$ cat config.mk
export PLATFORM = sky130hd
export DESIGN_NAME = rtc_queue
export DESIGN_NICKNAME = d
export VERILOG_FILES = /design/src/rtl/rtc_pkg.sv /design/src/rtl/rtc_queue.sv
export SDC_FILE = /design/constraint.sdc
export NUM_CORES = 1
export LEC_CHECK = 0
export BUFFER_PORTS_ARGS = -buffer_cell sky130_fd_sc_hd__buf_2
export CORE_MARGIN = 8
export CORE_UTILIZATION = 44
export CTS_CLUSTER_SIZE = 10
export DETAILED_ROUTE_END_ITERATION = 12
export PLACE_DENSITY = 0.72
export SETUP_SLACK_MARGIN = 0.5
export SLEW_MARGIN = 40
export SYNTH_ARGS = -nofsm -noshare
export SYNTH_HDL_FRONTEND = slang
export SYNTH_SLANG_ARGS = --single-unit
$ cat constraint.sdc
create_clock -name clock -period 1.9 [get_ports clock]
set_clock_uncertainty 0.15 [all_clocks]
set_input_delay 0.285 -clock clock [delete_from_list [all_inputs] [get_ports clock]]
set_output_delay 0.285 -clock clock [all_outputs]
set_load 0.005 [all_outputs]
$ cat src/rtl/rtc_pkg.sv
`timescale 1ns / 1ps
// ----------------------------------------------------------------------------
// rtc_pkg
// Shared constants, register codes and width helpers of the ray / triangle
// closest-hit block.
// ----------------------------------------------------------------------------
package rtc_pkg;

   localparam int COORD_BITS_DEF   = 24;
   localparam int FACE_ID_BITS_DEF = 16;

   localparam int DIST_BITS  = 32;
   localparam int FRAC_BITS  = 16;
   localparam int BARY_BITS  = 17;
   localparam int NUM_AXES   = 3;
   localparam int NUM_VEC    = 3;

   // vector slots inside a queue entry
   localparam int VEC_E1 = 0;
   localparam int VEC_E2 = 1;
   localparam int VEC_X  = 2;

   localparam int QUEUE_DEPTH   = 2;
   localparam int CSR_ADDR_BITS = 3;
   localparam int DIR_Z_RESET   = 4096;

   localparam logic [DIST_BITS-1:0] DIST_INF = '1;
   localparam logic [BARY_BITS-1:0] BARY_ONE = BARY_BITS'(1 << FRAC_BITS);

   typedef enum logic [CSR_ADDR_BITS-1:0] {
      REG_ORIGIN_X = 3'd0,
      REG_ORIGIN_Y = 3'd1,
      REG_ORIGIN_Z = 3'd2,
      REG_DIR_X    = 3'd3,
      REG_DIR_Y    = 3'd4,
      REG_DIR_Z    = 3'd5
   } reg_idx_type;

   function automatic int req_bits(int cb, int fb);
      return ((3 * NUM_AXES * cb + fb + 7) / 8) * 8;
   endfunction

   function automatic int rsp_bits(int fb);
      return ((DIST_BITS + fb + 2 * BARY_BITS + 7) / 8) * 8;
   endfunction

   // e1, e2 and origin offset at cb+1 bits each, face index, last flag
   function automatic int entry_bits(int cb, int fb);
      return NUM_VEC * NUM_AXES * (cb + 1) + fb + 1;
   endfunction

endpackage

$ cat src/rtl/rtc_queue.sv
`timescale 1ns / 1ps
// ----------------------------------------------------------------------------
// rtc_queue
// Short register queue between the front end and the solver.
// ----------------------------------------------------------------------------
module rtc_queue import rtc_pkg::*; #(
   parameter int WIDTH = 8,
   parameter int DEPTH = QUEUE_DEPTH
) (
   input  logic             clock,
   input  logic             reset,
   input  logic             in_valid,
   output logic             in_ready,
   input  logic [WIDTH-1:0] in_data,
   output logic             out_valid,
   input  logic             out_ready,
   output logic [WIDTH-1:0] out_data
);

   // DEPTH is a power of two, pointers wrap naturally
   localparam int PW = (DEPTH > 1) ? $clog2(DEPTH) : 1;
   localparam int CW = $clog2(DEPTH + 1);

   logic [WIDTH-1:0] mem_ff [DEPTH];
   logic [PW-1:0]    wr_ptr_ff;
   logic [PW-1:0]    rd_ptr_ff;
   logic [CW-1:0]    cnt_ff;
   logic             push;
   logic             pop;

   assign in_ready  = cnt_ff != CW'(DEPTH);
   assign out_valid = cnt_ff != '0;
   assign out_data  = mem_ff[rd_ptr_ff];
   assign push      = in_valid && in_ready;
   assign pop       = out_valid && out_ready;

   always_ff @(posedge clock) begin
      if (reset) begin
         wr_ptr_ff <= '0;
         rd_ptr_ff <= '0;
         cnt_ff    <= '0;
      end else begin
         if (push) begin
            mem_ff[wr_ptr_ff] <= in_data;
            wr_ptr_ff         <= wr_ptr_ff + 1'b1;
         end
         if (pop) begin
            rd_ptr_ff <= rd_ptr_ff + 1'b1;
         end
         if (push && !pop) begin
            cnt_ff <= cnt_ff + 1'b1;
         end else if (pop && !push) begin
            cnt_ff <= cnt_ff - 1'b1;
         end
      end
   end

endmodule

==> run_results.csv <==
group,metric,value,unit
status,status,"completed",
global_routing,grt_max_degree,13,
detailed_routing,ant_nets,0,
finish,instances_no_fill,109,
floorplanning,io_pins,22,
sta,finalHoldViolations,0,
worst_setup_path,critPathRequiredTime,1460,ps
global_routing,grt_pass1_vias,553,
floorplanning,die_w,58.7,microns
synthesis,synth_nets,65,
synthesis,synth-compound-area-share,3.12,%
sta,setup-tns-final,0,ps
synthesis,ys_seq_area_share,72.3,%
power_and_ir_drop,p_sw_share,28.3,%
synthesis,ys_ff_latch,21,
power_and_ir_drop,ir_drop,0.000764,V
finish,diodes,0,
power_and_ir_drop,p_clk_share,15.2,%
synthesis,syn_area_per_cell,15.4,sq um
worst_setup_path,critical_path_class,"reg2out",
detailed_routing,vias,510,
floorplanning,std_cell_rows,15,
power_and_ir_drop,p_int,978,uW
sta,final-max-slew-violation-count,0,
global_routing,grt_use_total,9.69,%
worst_setup_path,cp_max_fo,8,
worst_setup_path,arrival,1190,ps
global_routing,grt_pass1_wl,2500,microns
power_and_ir_drop,pwr-share-seq,48.1,%
placed_design,routabilityCongestion,0.719,
synthesis,synthDistinctLibCells,16,
synthesis,synthAdderAreaFrac,1.56,%
synthesis,synthSimpleGateAreaFrac,6.54,%
clock_network,cts_made_buffers,3,
flow_run,maxCapViolCount,0,
worst_setup_path,worstSetupEndpointType,"output port",
synthesis,syn_inst,52,
power_and_ir_drop,p_leak,0.000476,uW
global_routing,antenna_found_initial,0,
placed_design,placedCellCount,99,
worst_setup_path,cpMaxStageDelayCell,"dfxtp_4",
placed_design,port_buffers,21,
finish,fillCellCount,146,
floorplanning,dieArea,3450,sq um
finish,fin_nets,98,
synthesis,synth_warnings,0,
sta,fin_crit_sh,85.4,%
detailed_routing,wire_per_inst,14.8,microns
global_routing,overflow,0,
sta,rsz0062_at_grt,"true",
detailed_routing,wl,1620,microns
detailed_routing,vias_per_cell,4.68,
power_and_ir_drop,power_frac_comb,36.7,%
worst_setup_path,slowest_delay,450,ps
finish,fin_util,69.0,%
sta,period_needed,1620,ps
min_path,holdCritPathClass,"in2reg",
sta,setup_violations,0,
clock_network,htree_levels,1,
clock_network,clock_latency,290,ps
detailed_routing,drt_first_pass_iters,2,
finish,area_growth,48.3,%
synthesis,synth_xor_area_share,3.27,%
finish,drive_gt1_share,59.5,%
detailed_routing,first_iter_violations,5,
power_and_ir_drop,power_density,1140,nW/um^2
worst_setup_path,crit_chain,"mux2_4 -> buf_6",
synthesis,synth_top_family_by_area,"multiplexers",
synthesis,synthesis.area,803,sq um
clock_network,cts_tree,"done",
sta,worst_pin_slew,220,ps
clock_network,cts_sinks,21,
floorplanning,core_area,1730,sq um
floorplanning,start_util,46.5,%
detailed_routing,post-route-drc-count,0,
power_and_ir_drop,net-switching-power,385,uW
clock_network,cts.path.max_buffers,2,
placed_design,dp_hpwl,1000,microns
synthesis,muxShareOfSynthArea,11.2,%
sta,max_freq,616,MHz
clock_network,clk_pin_slew_worst_paths,120,ps
worst_setup_path,cp-start-kind,"flop",
sta,slew-limit-headroom,85.3,%
floorplanning,fp.dieH,58.7,microns
clock_network,cts_root_buf,"clkbuf_4",
power groups by stage:
stage	Sequential (uW)	Clock, uW	Combinational (uW)
after floorplan	609	0	258
after global placement	640	0	336
after detailed placement	640	0	348
after CTS	652	214	478
after global routing	667	239	542
final	656	207	500
cell usage after synthesis:
cell type	n	area (sq um)
mux2_2	8	90.1
xor2_1	3	26.3
nor2b_1	1	6.26
edfxtp_1	16	480
nor3_1	1	5.00
or2_2	1	6.26
nand2_1	1	3.75
or3_1	2	12.5
buf_2	1	5.00
dfxtp_1	5	100
nor3b_1	1	7.51
o21ai_0	3	15.0
nor2_1	3	11.3
ha_1	1	12.5
a21oi_1	2	10.0
inv_1	3	11.3
flip-flops by register name, summed over array words and instances (netlist names), named ones only:
signal,cells
mem_ff,16
cnt_ff,2
rd_ptr_ff,1
wr_ptr_ff,1
layout make-up:
class | count | area (sq um) | area share [%]
multi-input combinational | 27 | 290 | 24.4
clock buffer | 3 | 22.5 | 1.89
timing repair buffer | 29 | 239 | 20.1
inverter | 3 | 11.3 | 0.945
sequential | 21 | 592 | 49.7
tap | 25 | 31.3 | 2.63
clock inverter | 1 | 5.00 | 0.420
per-layer routing:
layer	track usage, %	part of all wire [%]	vias to the layer above
li1	-	-	256
met1	9.92	39	239
met3	3.26	5.5	2
met2	17.4	55	13
met5	0	0	-
met4	4.10	0.43	0
per-stage QoR:
| step | area, sq um | hold slack, ps | power [uW] | setup WS, ps |
|---|---|---|---|---|
| 4_1_cts | 1130 | 10.6 | 1340 | 266 |
| 5_1_grt | 1190 | 1.36 | 1450 | 219 |
| 3_3_place_gp | 993 | 322 | 976 | 334 |
| 2_1_floorplan | 847 | 197 | 867 | 360 |
| 3_5_place_dp | 993 | 327 | 988 | 281 |
| 6_report | 1190 | 23.5 | 1360 | 277 |
path summary, 6_finish.rpt:
kind / endpoint / depth (start not counted) / slack [ps] / from
min: mem_ff[1][0]$_DFFE_PP_ / 1 / 20 / in_data[0]
max reg2reg: cnt_ff[1]$_SDFFE_PP0P_ / 8 / 300 / cnt_ff[1]$_SDFFE_PP0P_
min reg2reg: rd_ptr_ff$_SDFFE_PP0P_ / 2 / 370 / rd_ptr_ff$_SDFFE_PP0P_
max: out_data[7] / 2 / 280 / flop
repair_timing:
action                                 4_1_cts  5_1_grt
endpoints found under the hold margin        0        8
setup endpoints to repair                   12       28
resized for setup                           21        5
pin swaps                                    1        0
hold buffers                                 0        4
buffers inserted                             2        0
cells in the final DEF, fill, tap and decap left out:
master / synthesis / layout
inv_2: 0 / 2
inv_1: 3 / 1
a21oi_2: 0 / 1
o21ai_2: 0 / 1
ha_4: 0 / 1
mux2_4: 0 / 8
a21oi_1: 2 / 1
nor2_1: 3 / 3
dfxtp_4: 0 / 3
o21ai_0: 3 / 2
or3_1: 2 / 2
nor3_4: 0 / 1
nand2_4: 0 / 1
dlygate4sd3_1: 0 / 4
dfxtp_1: 5 / 2
xor2_1: 3 / 3
nor3b_2: 0 / 1
buf_6: 0 / 11
edfxtp_1: 16 / 16
or2_4: 0 / 1
clkbuf_4: 0 / 3
clkinv_2: 0 / 1
buf_4: 0 / 2
nor2b_4: 0 / 1
buf_2: 1 / 12
logic make-up after synthesis:
group                      after synthesis
and+or+nand+nor                         10
adders and majority gates                1
buffers and inverters                    4
xor gates and xnor gates                 3
AOI/OAI and AO/OA                        5
DFF                                     21
muxes                                    8
worst max-delay path, delay by kind of cell (launching register included):
kind	cells	cell delay (ps)
buffers and inverters	1	120
muxes	1	330
DFF	1	450
No activity file was read; power rests on OpenSTA's default activity.
