### src/rtl/rtc_pkg.sv
`timescale 1ns / 1ps
// ----------------------------------------------------------------------------
// rtc_pkg
// Shared constants, register codes and width helpers of the ray / triangle
// closest-hit block.
// ----------------------------------------------------------------------------
package rtc_pkg;

   localparam int COORD_BITS_DEF   = 24;
   localparam int FACE_ID_BITS_DEF = 16;

   localparam int DIST_BITS  = 32;
   localparam int FRAC_BITS  = 16;
   localparam int BARY_BITS  = 17;
   localparam int NUM_AXES   = 3;
   localparam int NUM_VEC    = 3;

   // vector slots inside a queue entry
   localparam int VEC_E1 = 0;
   localparam int VEC_E2 = 1;
   localparam int VEC_X  = 2;

   localparam int QUEUE_DEPTH   = 2;
   localparam int CSR_ADDR_BITS = 3;
   localparam int DIR_Z_RESET   = 4096;

   localparam logic [DIST_BITS-1:0] DIST_INF = '1;
   localparam logic [BARY_BITS-1:0] BARY_ONE = BARY_BITS'(1 << FRAC_BITS);

   typedef enum logic [CSR_ADDR_BITS-1:0] {
      REG_ORIGIN_X = 3'd0,
      REG_ORIGIN_Y = 3'd1,
      REG_ORIGIN_Z = 3'd2,
      REG_DIR_X    = 3'd3,
      REG_DIR_Y    = 3'd4,
      REG_DIR_Z    = 3'd5
   } reg_idx_type;

   function automatic int req_bits(int cb, int fb);
      return ((3 * NUM_AXES * cb + fb + 7) / 8) * 8;
   endfunction

   function automatic int rsp_bits(int fb);
      return ((DIST_BITS + fb + 2 * BARY_BITS + 7) / 8) * 8;
   endfunction

   // e1, e2 and origin offset at cb+1 bits each, face index, last flag
   function automatic int entry_bits(int cb, int fb);
      return NUM_VEC * NUM_AXES * (cb + 1) + fb + 1;
   endfunction

endpackage

### src/rtl/rtc_front.sv
`timescale 1ns / 1ps
// ----------------------------------------------------------------------------
// rtc_front
// Accepts triangle items and forms the edge vectors A-B, A-C and the origin
// offset A-O, registered for the queue.
// ----------------------------------------------------------------------------
module rtc_front import rtc_pkg::*; #(
   parameter int COORD_BITS   = COORD_BITS_DEF,
   parameter int FACE_ID_BITS = FACE_ID_BITS_DEF
) (
   input  logic                                          clock,
   input  logic                                          reset,
   input  logic                                          req_tvalid,
   output logic                                          req_tready,
   input  logic [req_bits(COORD_BITS, FACE_ID_BITS)-1:0] req_tdata,
   input  logic                                          req_tlast,
   input  logic signed [COORD_BITS-1:0]                  org [NUM_AXES],
   output logic                                          ent_valid,
   input  logic                                          ent_ready,
   output logic [entry_bits(COORD_BITS, FACE_ID_BITS)-1:0] ent_data
);

   localparam int DIFF  = COORD_BITS + 1;
   localparam int ENT_W = entry_bits(COORD_BITS, FACE_ID_BITS);
   localparam int FACE_LSB = NUM_VEC * NUM_AXES * DIFF;

   logic signed [COORD_BITS-1:0] va [NUM_AXES];
   logic signed [COORD_BITS-1:0] vb [NUM_AXES];
   logic signed [COORD_BITS-1:0] vc [NUM_AXES];
   logic signed [DIFF-1:0]       e1 [NUM_AXES];
   logic signed [DIFF-1:0]       e2 [NUM_AXES];
   logic signed [DIFF-1:0]       xo [NUM_AXES];
   logic [ENT_W-1:0]             ent_in;
   logic [ENT_W-1:0]             ent_ff;
   logic                         vld_ff;

   always_comb begin
      ent_in = '0;
      for (int k = 0; k < NUM_AXES; k++) begin
         va[k] = $signed(req_tdata[k * COORD_BITS +: COORD_BITS]);
         vb[k] = $signed(req_tdata[(NUM_AXES + k) * COORD_BITS +: COORD_BITS]);
         vc[k] = $signed(req_tdata[(2 * NUM_AXES + k) * COORD_BITS +: COORD_BITS]);
         e1[k] = $signed({va[k][COORD_BITS-1], va[k]}) - $signed({vb[k][COORD_BITS-1], vb[k]});
         e2[k] = $signed({va[k][COORD_BITS-1], va[k]}) - $signed({vc[k][COORD_BITS-1], vc[k]});
         xo[k] = $signed({va[k][COORD_BITS-1], va[k]})
               - $signed({org[k][COORD_BITS-1], org[k]});
         ent_in[(VEC_E1 * NUM_AXES + k) * DIFF +: DIFF] = e1[k];
         ent_in[(VEC_E2 * NUM_AXES + k) * DIFF +: DIFF] = e2[k];
         ent_in[(VEC_X * NUM_AXES + k) * DIFF +: DIFF]  = xo[k];
      end
      ent_in[FACE_LSB +: FACE_ID_BITS] =
         req_tdata[3 * NUM_AXES * COORD_BITS +: FACE_ID_BITS];
      ent_in[ENT_W-1] = req_tlast;
   end

   assign req_tready = !vld_ff || ent_ready;
   assign ent_valid  = vld_ff;
   assign ent_data   = ent_ff;

   always_ff @(posedge clock) begin
      if (reset) begin
         vld_ff <= 1'b0;
      end else if (req_tvalid && req_tready) begin
         vld_ff <= 1'b1;
         ent_ff <= ent_in;
      end else if (ent_ready) begin
         vld_ff <= 1'b0;
      end
   end

endmodule

### config.mk
export PLATFORM = sky130hd
export DESIGN_NAME = rtc_front
export DESIGN_NICKNAME = d
export VERILOG_FILES = /design/src/rtl/rtc_pkg.sv /design/src/rtl/rtc_front.sv
export SDC_FILE = /design/constraint.sdc
export NUM_CORES = 1
export LEC_CHECK = 0
export BUFFER_PORTS_ARGS = -buffer_cell sky130_fd_sc_hd__buf_2
export CAP_MARGIN = 10
export CORE_AREA = 4 4 211 213
export DETAILED_ROUTE_END_ITERATION = 7
export DIE_AREA = 0 0 215 217
export HOLD_SLACK_MARGIN = 0.06
export PLACE_DENSITY = 0.7
export RECOVER_POWER = 50
export SYNTH_ARGS = -nofsm -noshare
export SYNTH_HDL_FRONTEND = slang
export SYNTH_SLANG_ARGS = --single-unit
### constraint.sdc
create_clock -name clock -period 23.3 [get_ports clock]
set_clock_uncertainty 0.15 [all_clocks]
set_input_delay 2.33 -clock clock [delete_from_list [all_inputs] [get_ports clock]]
set_output_delay 2.33 -clock clock [all_outputs]
set_load 0.01 [all_outputs]
==> results of run 1 <==
[sequential cells by signal, indices dropped and copies added (netlist names)]
register   cells
ent_valid      1
ent_data     242
[metrics by stage]
step | area (µm²) | hold slack [ns] | instances | util
after floorplan | 18700 | 0.475 | 1940 | -
after global placement | 22100 | 0.468 | 3018 | 0.517
after detailed placement | 22100 | 0.488 | 3018 | 0.517
after CTS | 23000 | 0.497 | 3069 | 0.538
after global routing | 22600 | 0.542 | 3072 | 0.530
final | 22700 | 0.499 | 3074 | 0.531
[worst max-delay path by stage]
stage              start                      end  cells after the start
2_1_floorplan      reset    ent_data[0]$_DFFE_PP_                      1
3_3_place_gp   ent_ready               req_tready                      4
3_5_place_dp   ent_ready               req_tready                      4
4_1_cts        ent_ready               req_tready                      4
5_1_grt        ent_ready  ent_data[153]$_DFFE_PP_                      5
6_report       ent_ready   ent_data[79]$_DFFE_PP_                      5
[final cells by class]
| cell class | count | area [µm²] | share of cell area |
|---|---|---|---|
| Sequential cell | 243 | 7290 | 0.322 |
| Clock inverter | 13 | 114 | 0.00503 |
| Inverter | 282 | 1060 | 0.0467 |
| Timing Repair Buffer | 556 | 2510 | 0.111 |
| Multi-Input combinational cell | 1391 | 10200 | 0.452 |
| Tap cell | 546 | 683 | 0.0302 |
| Antenna cell | 5 | 12.5 | 0.000552 |
| Clock buffer | 38 | 759 | 0.0335 |
[worst min-delay path, stage by stage, from the launching register on]
cell and delay [ns]:
dfxtp_1 0.31, nor2b_1 0.15, nor2_1 0.09, nor2_1 0.05
[metal layers]
layer	wire length (µm)	global-route usage	vias up	share of wire
met2	28500	0.420	708	0.48
met3	5110	0.0586	130	0.086
met5	45	0	-	0.00076
met4	2220	0.0868	10	0.037
met1	23400	0.286	7946	0.39
li1	-	-	8144	-
[synth_stat cells, types with 27 or more instances]
library cell  count  share of area
nor2_1          126          0.025
o21ai_1          41          0.011
nor3_1           32         0.0086
o21ai_0          54          0.014
a21o_1           87          0.035
o21bai_1         27          0.011
a21oi_1         175          0.047
nor2b_1          40          0.013
a31oi_1          33          0.011
inv_1           280          0.056
nand2_1          93          0.019
xnor2_1         116          0.054
xor2_1           50          0.023
nand3_1          27         0.0072
ha_1            216           0.14
o21a_1           41          0.016
edfxtp_1        242           0.39
[where the power goes]
part	internal [µW]	switching, µW	total, µW
clock network	249	184	433
registers	538	11.5	550
logic	172	248	421
total	960	444	1400
[cell families after synthesis]
| group | count (synthesis) | share of synthesized area |
|---|---|---|
| adder cells (fa/ha/maj) | 225 | 0.154 |
| AO/OA/AOI/OAI | 582 | 0.207 |
| AND/OR/NAND/NOR | 416 | 0.109 |
| buffers and inverters | 306 | 0.0615 |
| flip-flops | 243 | 0.390 |
| XOR/XNOR | 166 | 0.0777 |
| multiplexers | 2 | 0.00107 |
==> results.md, run 1 <==
- CP Cell Sequence: buf_2 -> nor2b_1 -> nor3b_2 -> clkbuf_1 -> buf_4
- EDFF count, synth: 242
- Reg-to-Reg Start: ent_valid$_SDFFE_PP0P_
- Clock Tree Root: clkbuf_16
- CTS tree: built
- Final Hold Fails: 0
- Fillcell total: 3987
- Layout area overhead: 21.1%
- Critical path's top delay family: buffers and inverters
- DR iter-0 viols: 1264
- Final Power: 1400 µW
- Hold-fix buffers, CTS: 0
- Vias in the first global route: 16900
- # nets final: 3037
- Clk buf depth: 3
- Core area: 42700 µm²
- Maximum VDD drop: 0.0539 mV
- Cell Area, Synth: 18700 µm²
- Flops & latches, synth: 243
- Drt pass-1 iters: 5
- Chip Width: 215 µm
- Buffers on Ports: 552
- First-pass GRT wire length: 90.0 mm
- Post-Syn Instances: 1940
- R2R Setup Slk: 18.10 ns
- Most frequent cells in the layout: buf_2 (326), inv_1 (280), edfxtp_1 (242), clkbuf_1 (236), ha_1 (216)
- DIE AREA: 46700 µm²
- Slew headroom: -1.79
- CP Buf/Inv Count: 3
- Failing checks: max-capacitance violations, max-slew violations
- Max Fclk: 150 MHz
- Clock transition at path regs: 0.06 ns
- Min-Delay Path Class: reg -> reg
- Hold depth: 3
- Worst endpoint required time: 23.34 ns
- R2r endpoint: ent_data[79]$_DFFE_PP_
- Clock net sink count: 243
- Yosys warning count: 0
- Commonest non-fill, non-tap cell in the layout: buf_2
- Worst setup EP type: register
- DR vias/cell: 5.51
- Pwr per Cell Area: 62.0 nW/µm²
- Final Critical Period: 6.65 ns
- Antenna violations before repair: 12
- Worst setup SP type: input pin
- Min-Delay Startpoint: ent_valid$_SDFFE_PP0P_
- Kind of critical path: in -> reg
- Vias: 16900
- Slowest-stage cell, CP: clkbuf_1
- Final period utilization: 0.285
- Top FF cell, synth: edfxtp_1
- Critical Path Max Stage Delay: 2.96 ns
- Total GRT Usage: 0.239
- Die Ht: 217 µm
- Pleak: 0.0104 µW
- Syn Area/Cell: 9.64 µm²
- R2r worst-path depth: 4
- Sequential area share after synthesis: 0.390
- Htree depth: 1
- GPL Wtd Cong: 1.01
- Dpl ws: 17.99 ns
- Largest net degree at the start of global routing: 73
- GRT overflow: 0
- Asr flop ratio synth: 0
- Aggregate negative setup slack: 0 ns
- Rows: 76
- Post-Route WL: 59.3 mm
- I/O pins: 553
- Max-slew violation count: 73
- Maximum Capacitance Violations: 1
- Status: finished, violations left
- WP data arrival: 6.68 ns
- Post-Syn Nets: 2474
- HPWL Detailed: 48.5 mm
- TritonCTS Buffers: 29
- Crit-path max FO: 72
- Antenna Nets Post-Route: 0
- Pin slew with the least headroom to its limit: 4.19 ns
- Drt drc: 0
- Initial Utilization: 0.438
- Postcts setup bufs: 0
- Resized Gates After CTS: 0
- RSZ-0062 raised after global routing: no
- Clock latency on the worst-skew pair: 0.56 ns
- Setup Viol. Count Final: 0
- Netlist cell types: 73
- Fin worst setup slack: 16.65 ns
- Layout cells sized above 1: 0.152
- Routed wire per std cell: 19.3 µm
- WHS Endpoint: ent_valid$_SDFFE_PP0P_
Note: power is estimated with default switching activity, not from simulation.
==> run 2, diff against run 1 <==
clock period = 6.93 ns   (was 23.3 ns; I/O delays follow)
==> run 2 against run 1 <==
Effect of this change:
- non-clock buffer count decreased by 1
- the run still ends with max-capacitance violations, max-slew violations left
- die area unchanged
- largest cell class unchanged
- design area increased by 0.27%
- power increased to 3.4 times the previous value
- first-iteration DRC count decreased by 4.0%
- critical endpoint is now ent_data[196]$_DFFE_PP_
- global-route usage about the same
- sequential share of layout area decreased by 0.087 points
- critical path type is now reg -> reg
- worst setup slack got worse by 14 ns
- flip-flop and latch count unchanged
- worst hold slack got worse by 0.35 ns
- wire length increased by 0.22%
==> results.md, run 2 (same netlist as run 1, synthesis figures left out) <==
- Status: finished, violations left
- Failing checks: max-capacitance violations, max-slew violations
- Final period utilization: 0.553
- Largest net degree at the start of global routing: 126
- Max Fclk: 261 MHz
- Clk pwr share: 0.326
- Rows: 76
- Maximum VDD drop: 0.194 mV
- RSZ-0062 raised after global routing: no
- DR vias/cell: 5.51
- Vias in the first global route: 17100
- Clock latency on the worst-skew pair: 0.56 ns
- Kind of critical path: reg -> reg
- Clk buf depth: 3
- Maximum Capacitance Violations: 1
- Layout cells sized above 1: 0.140
- Pleak: 0.0104 µW
- Critical Path Max Stage Delay: 1.90 ns
- GPL Wtd Cong: 1.07
- Fillcell total: 4030
- Post-Route WL: 59.5 mm
- Antenna Nets Post-Route: 0
- Aggregate negative setup slack: 0 ns
- Postcts setup bufs: 0
- WP data arrival: 3.87 ns
- Max FFs per register: 242
- Clock net sink count: 243
- Core area: 42700 µm²
- Switch Pwr: 1500 µW
- HPWL Detailed: 48.6 mm
- Sw frac: 0.310
- Htree depth: 1
- Final Hold Fails: 0
- Vias: 17000
- Worst setup SP type: register
- Pin slew with the least headroom to its limit: 2.48 ns
- Pwr per Cell Area: 213 nW/µm²
- Antenna violations before repair: 16
- Slowest-stage cell, CP: nor3b_1
- CTS tree: built
- DR iter-0 viols: 1213
- Storage cell area: 7290 µm²
- Worst setup EP type: register
- Final Critical Period: 3.83 ns
- Routed wire per std cell: 19.3 µm
- Setup Viol. Count Final: 0
- Clock transition at path regs: 0.06 ns
- Commonest non-fill, non-tap cell in the layout: buf_2
- Max-slew violation count: 18
- TritonCTS Buffers: 30
- DIE AREA: 46700 µm²
- Initial Utilization: 0.438
- First-pass GRT wire length: 90.3 mm
- GRT overflow: 0
- Total GRT Usage: 0.239
- Clock Tree Root: clkbuf_16
- Buffers on Ports: 552
- Chip Width: 215 µm
- Worst endpoint required time: 6.97 ns
- Logic pwr share: 0.292
- Crit-path max FO: 60
- Layout area overhead: 21.5%
- Flop pwr share: 0.381
- Die Ht: 217 µm
- # nets final: 3037
- Hold-fix buffers, CTS: 0
- Final Power: 4840 µW
- I/O pins: 553
- Internal power: 3340 µW
- Resized Gates After CTS: 0
- CP Cell Sequence: nor2b_1 -> nor3b_1 -> buf_4
- Min-Delay Path Class: in -> reg
- Drt pass-1 iters: 6
- Slew headroom: -0.654
- Final core occ: 0.532
- Worst hold slack: 0.150 ns
- Most frequent cells in the layout: buf_2 (298), inv_1 (280), clkbuf_1 (260), edfxtp_1 (242), ha_1 (216)
- Multi-input gate area: 10200 µm²
- Drt drc: 0
## run 2: changes by cell type in the layout (fill, tap and decap cells not counted), sizes merged
cell,change
clkbuf,+26
bufinv,+2
clkinv,+2
inv,-1
buf,-28
diode,+8
## run 2: layout make-up
| type | count | share of cell area |
|---|---|---|
| multi-input combinational | 1391 | 0.449 |
| sequential | 243 | 0.321 |
| timing repair buffer | 555 | 0.109 |
| inverter | 282 | 0.0466 |
| clock buffer | 37 | 0.0351 |
| tap | 546 | 0.0301 |
| clock inverter | 16 | 0.00771 |
| antenna | 13 | 0.00143 |
## run 2: metal layers
layer	up-vias	GRT usage	share of wire
li1	8166	-	-
met1	7990	0.285	0.40
met2	693	0.423	0.49
met3	141	0.0535	0.073
met4	10	0.0921	0.038
met5	-	0	0.00096
## run 2: worst max-delay path: cells and delay by family, from the launching register on
kind,cells,cell delay (ns)
AND/OR/NAND/NOR,2,2.05
buffers and inverters,1,0.88
flip-flops,1,0.31
## run 2: final timing paths
path	from	endpoint	slack, ns	cells past startpoint
setup / recovery	ent_valid$_SDFFE_PP0P_	ent_data[196]$_DFFE_PP_	3.10	3
hold reg to reg	ent_valid$_SDFFE_PP0P_	ent_valid$_SDFFE_PP0P_	0.47	3
hold / removal	req_tdata[220]	ent_data[229]$_DFFE_PP_	0.15	1
setup reg to reg	ent_valid$_SDFFE_PP0P_	ent_data[196]$_DFFE_PP_	3.10	3
## run 2: power groups by stage
stage	clock network, µW	logic (µW)	registers, µW
2_1_floorplan	0	903	1930
3_3_place_gp	0	1400	1870
3_5_place_dp	0	1430	1870
4_1_cts	1630	1440	1840
5_1_grt	1680	1560	1850
6_report	1580	1410	1840
## run 2: per-stage QoR
stage	std cells	cell area (µm²)	setup slack (ns)
after global placement	3017	22100	3.35
after CTS	3070	23100	3.92
after floorplan	1940	18700	-0.501
after global routing	3078	22700	2.69
after detailed placement	3017	22100	3.33
final	3083	22700	3.10
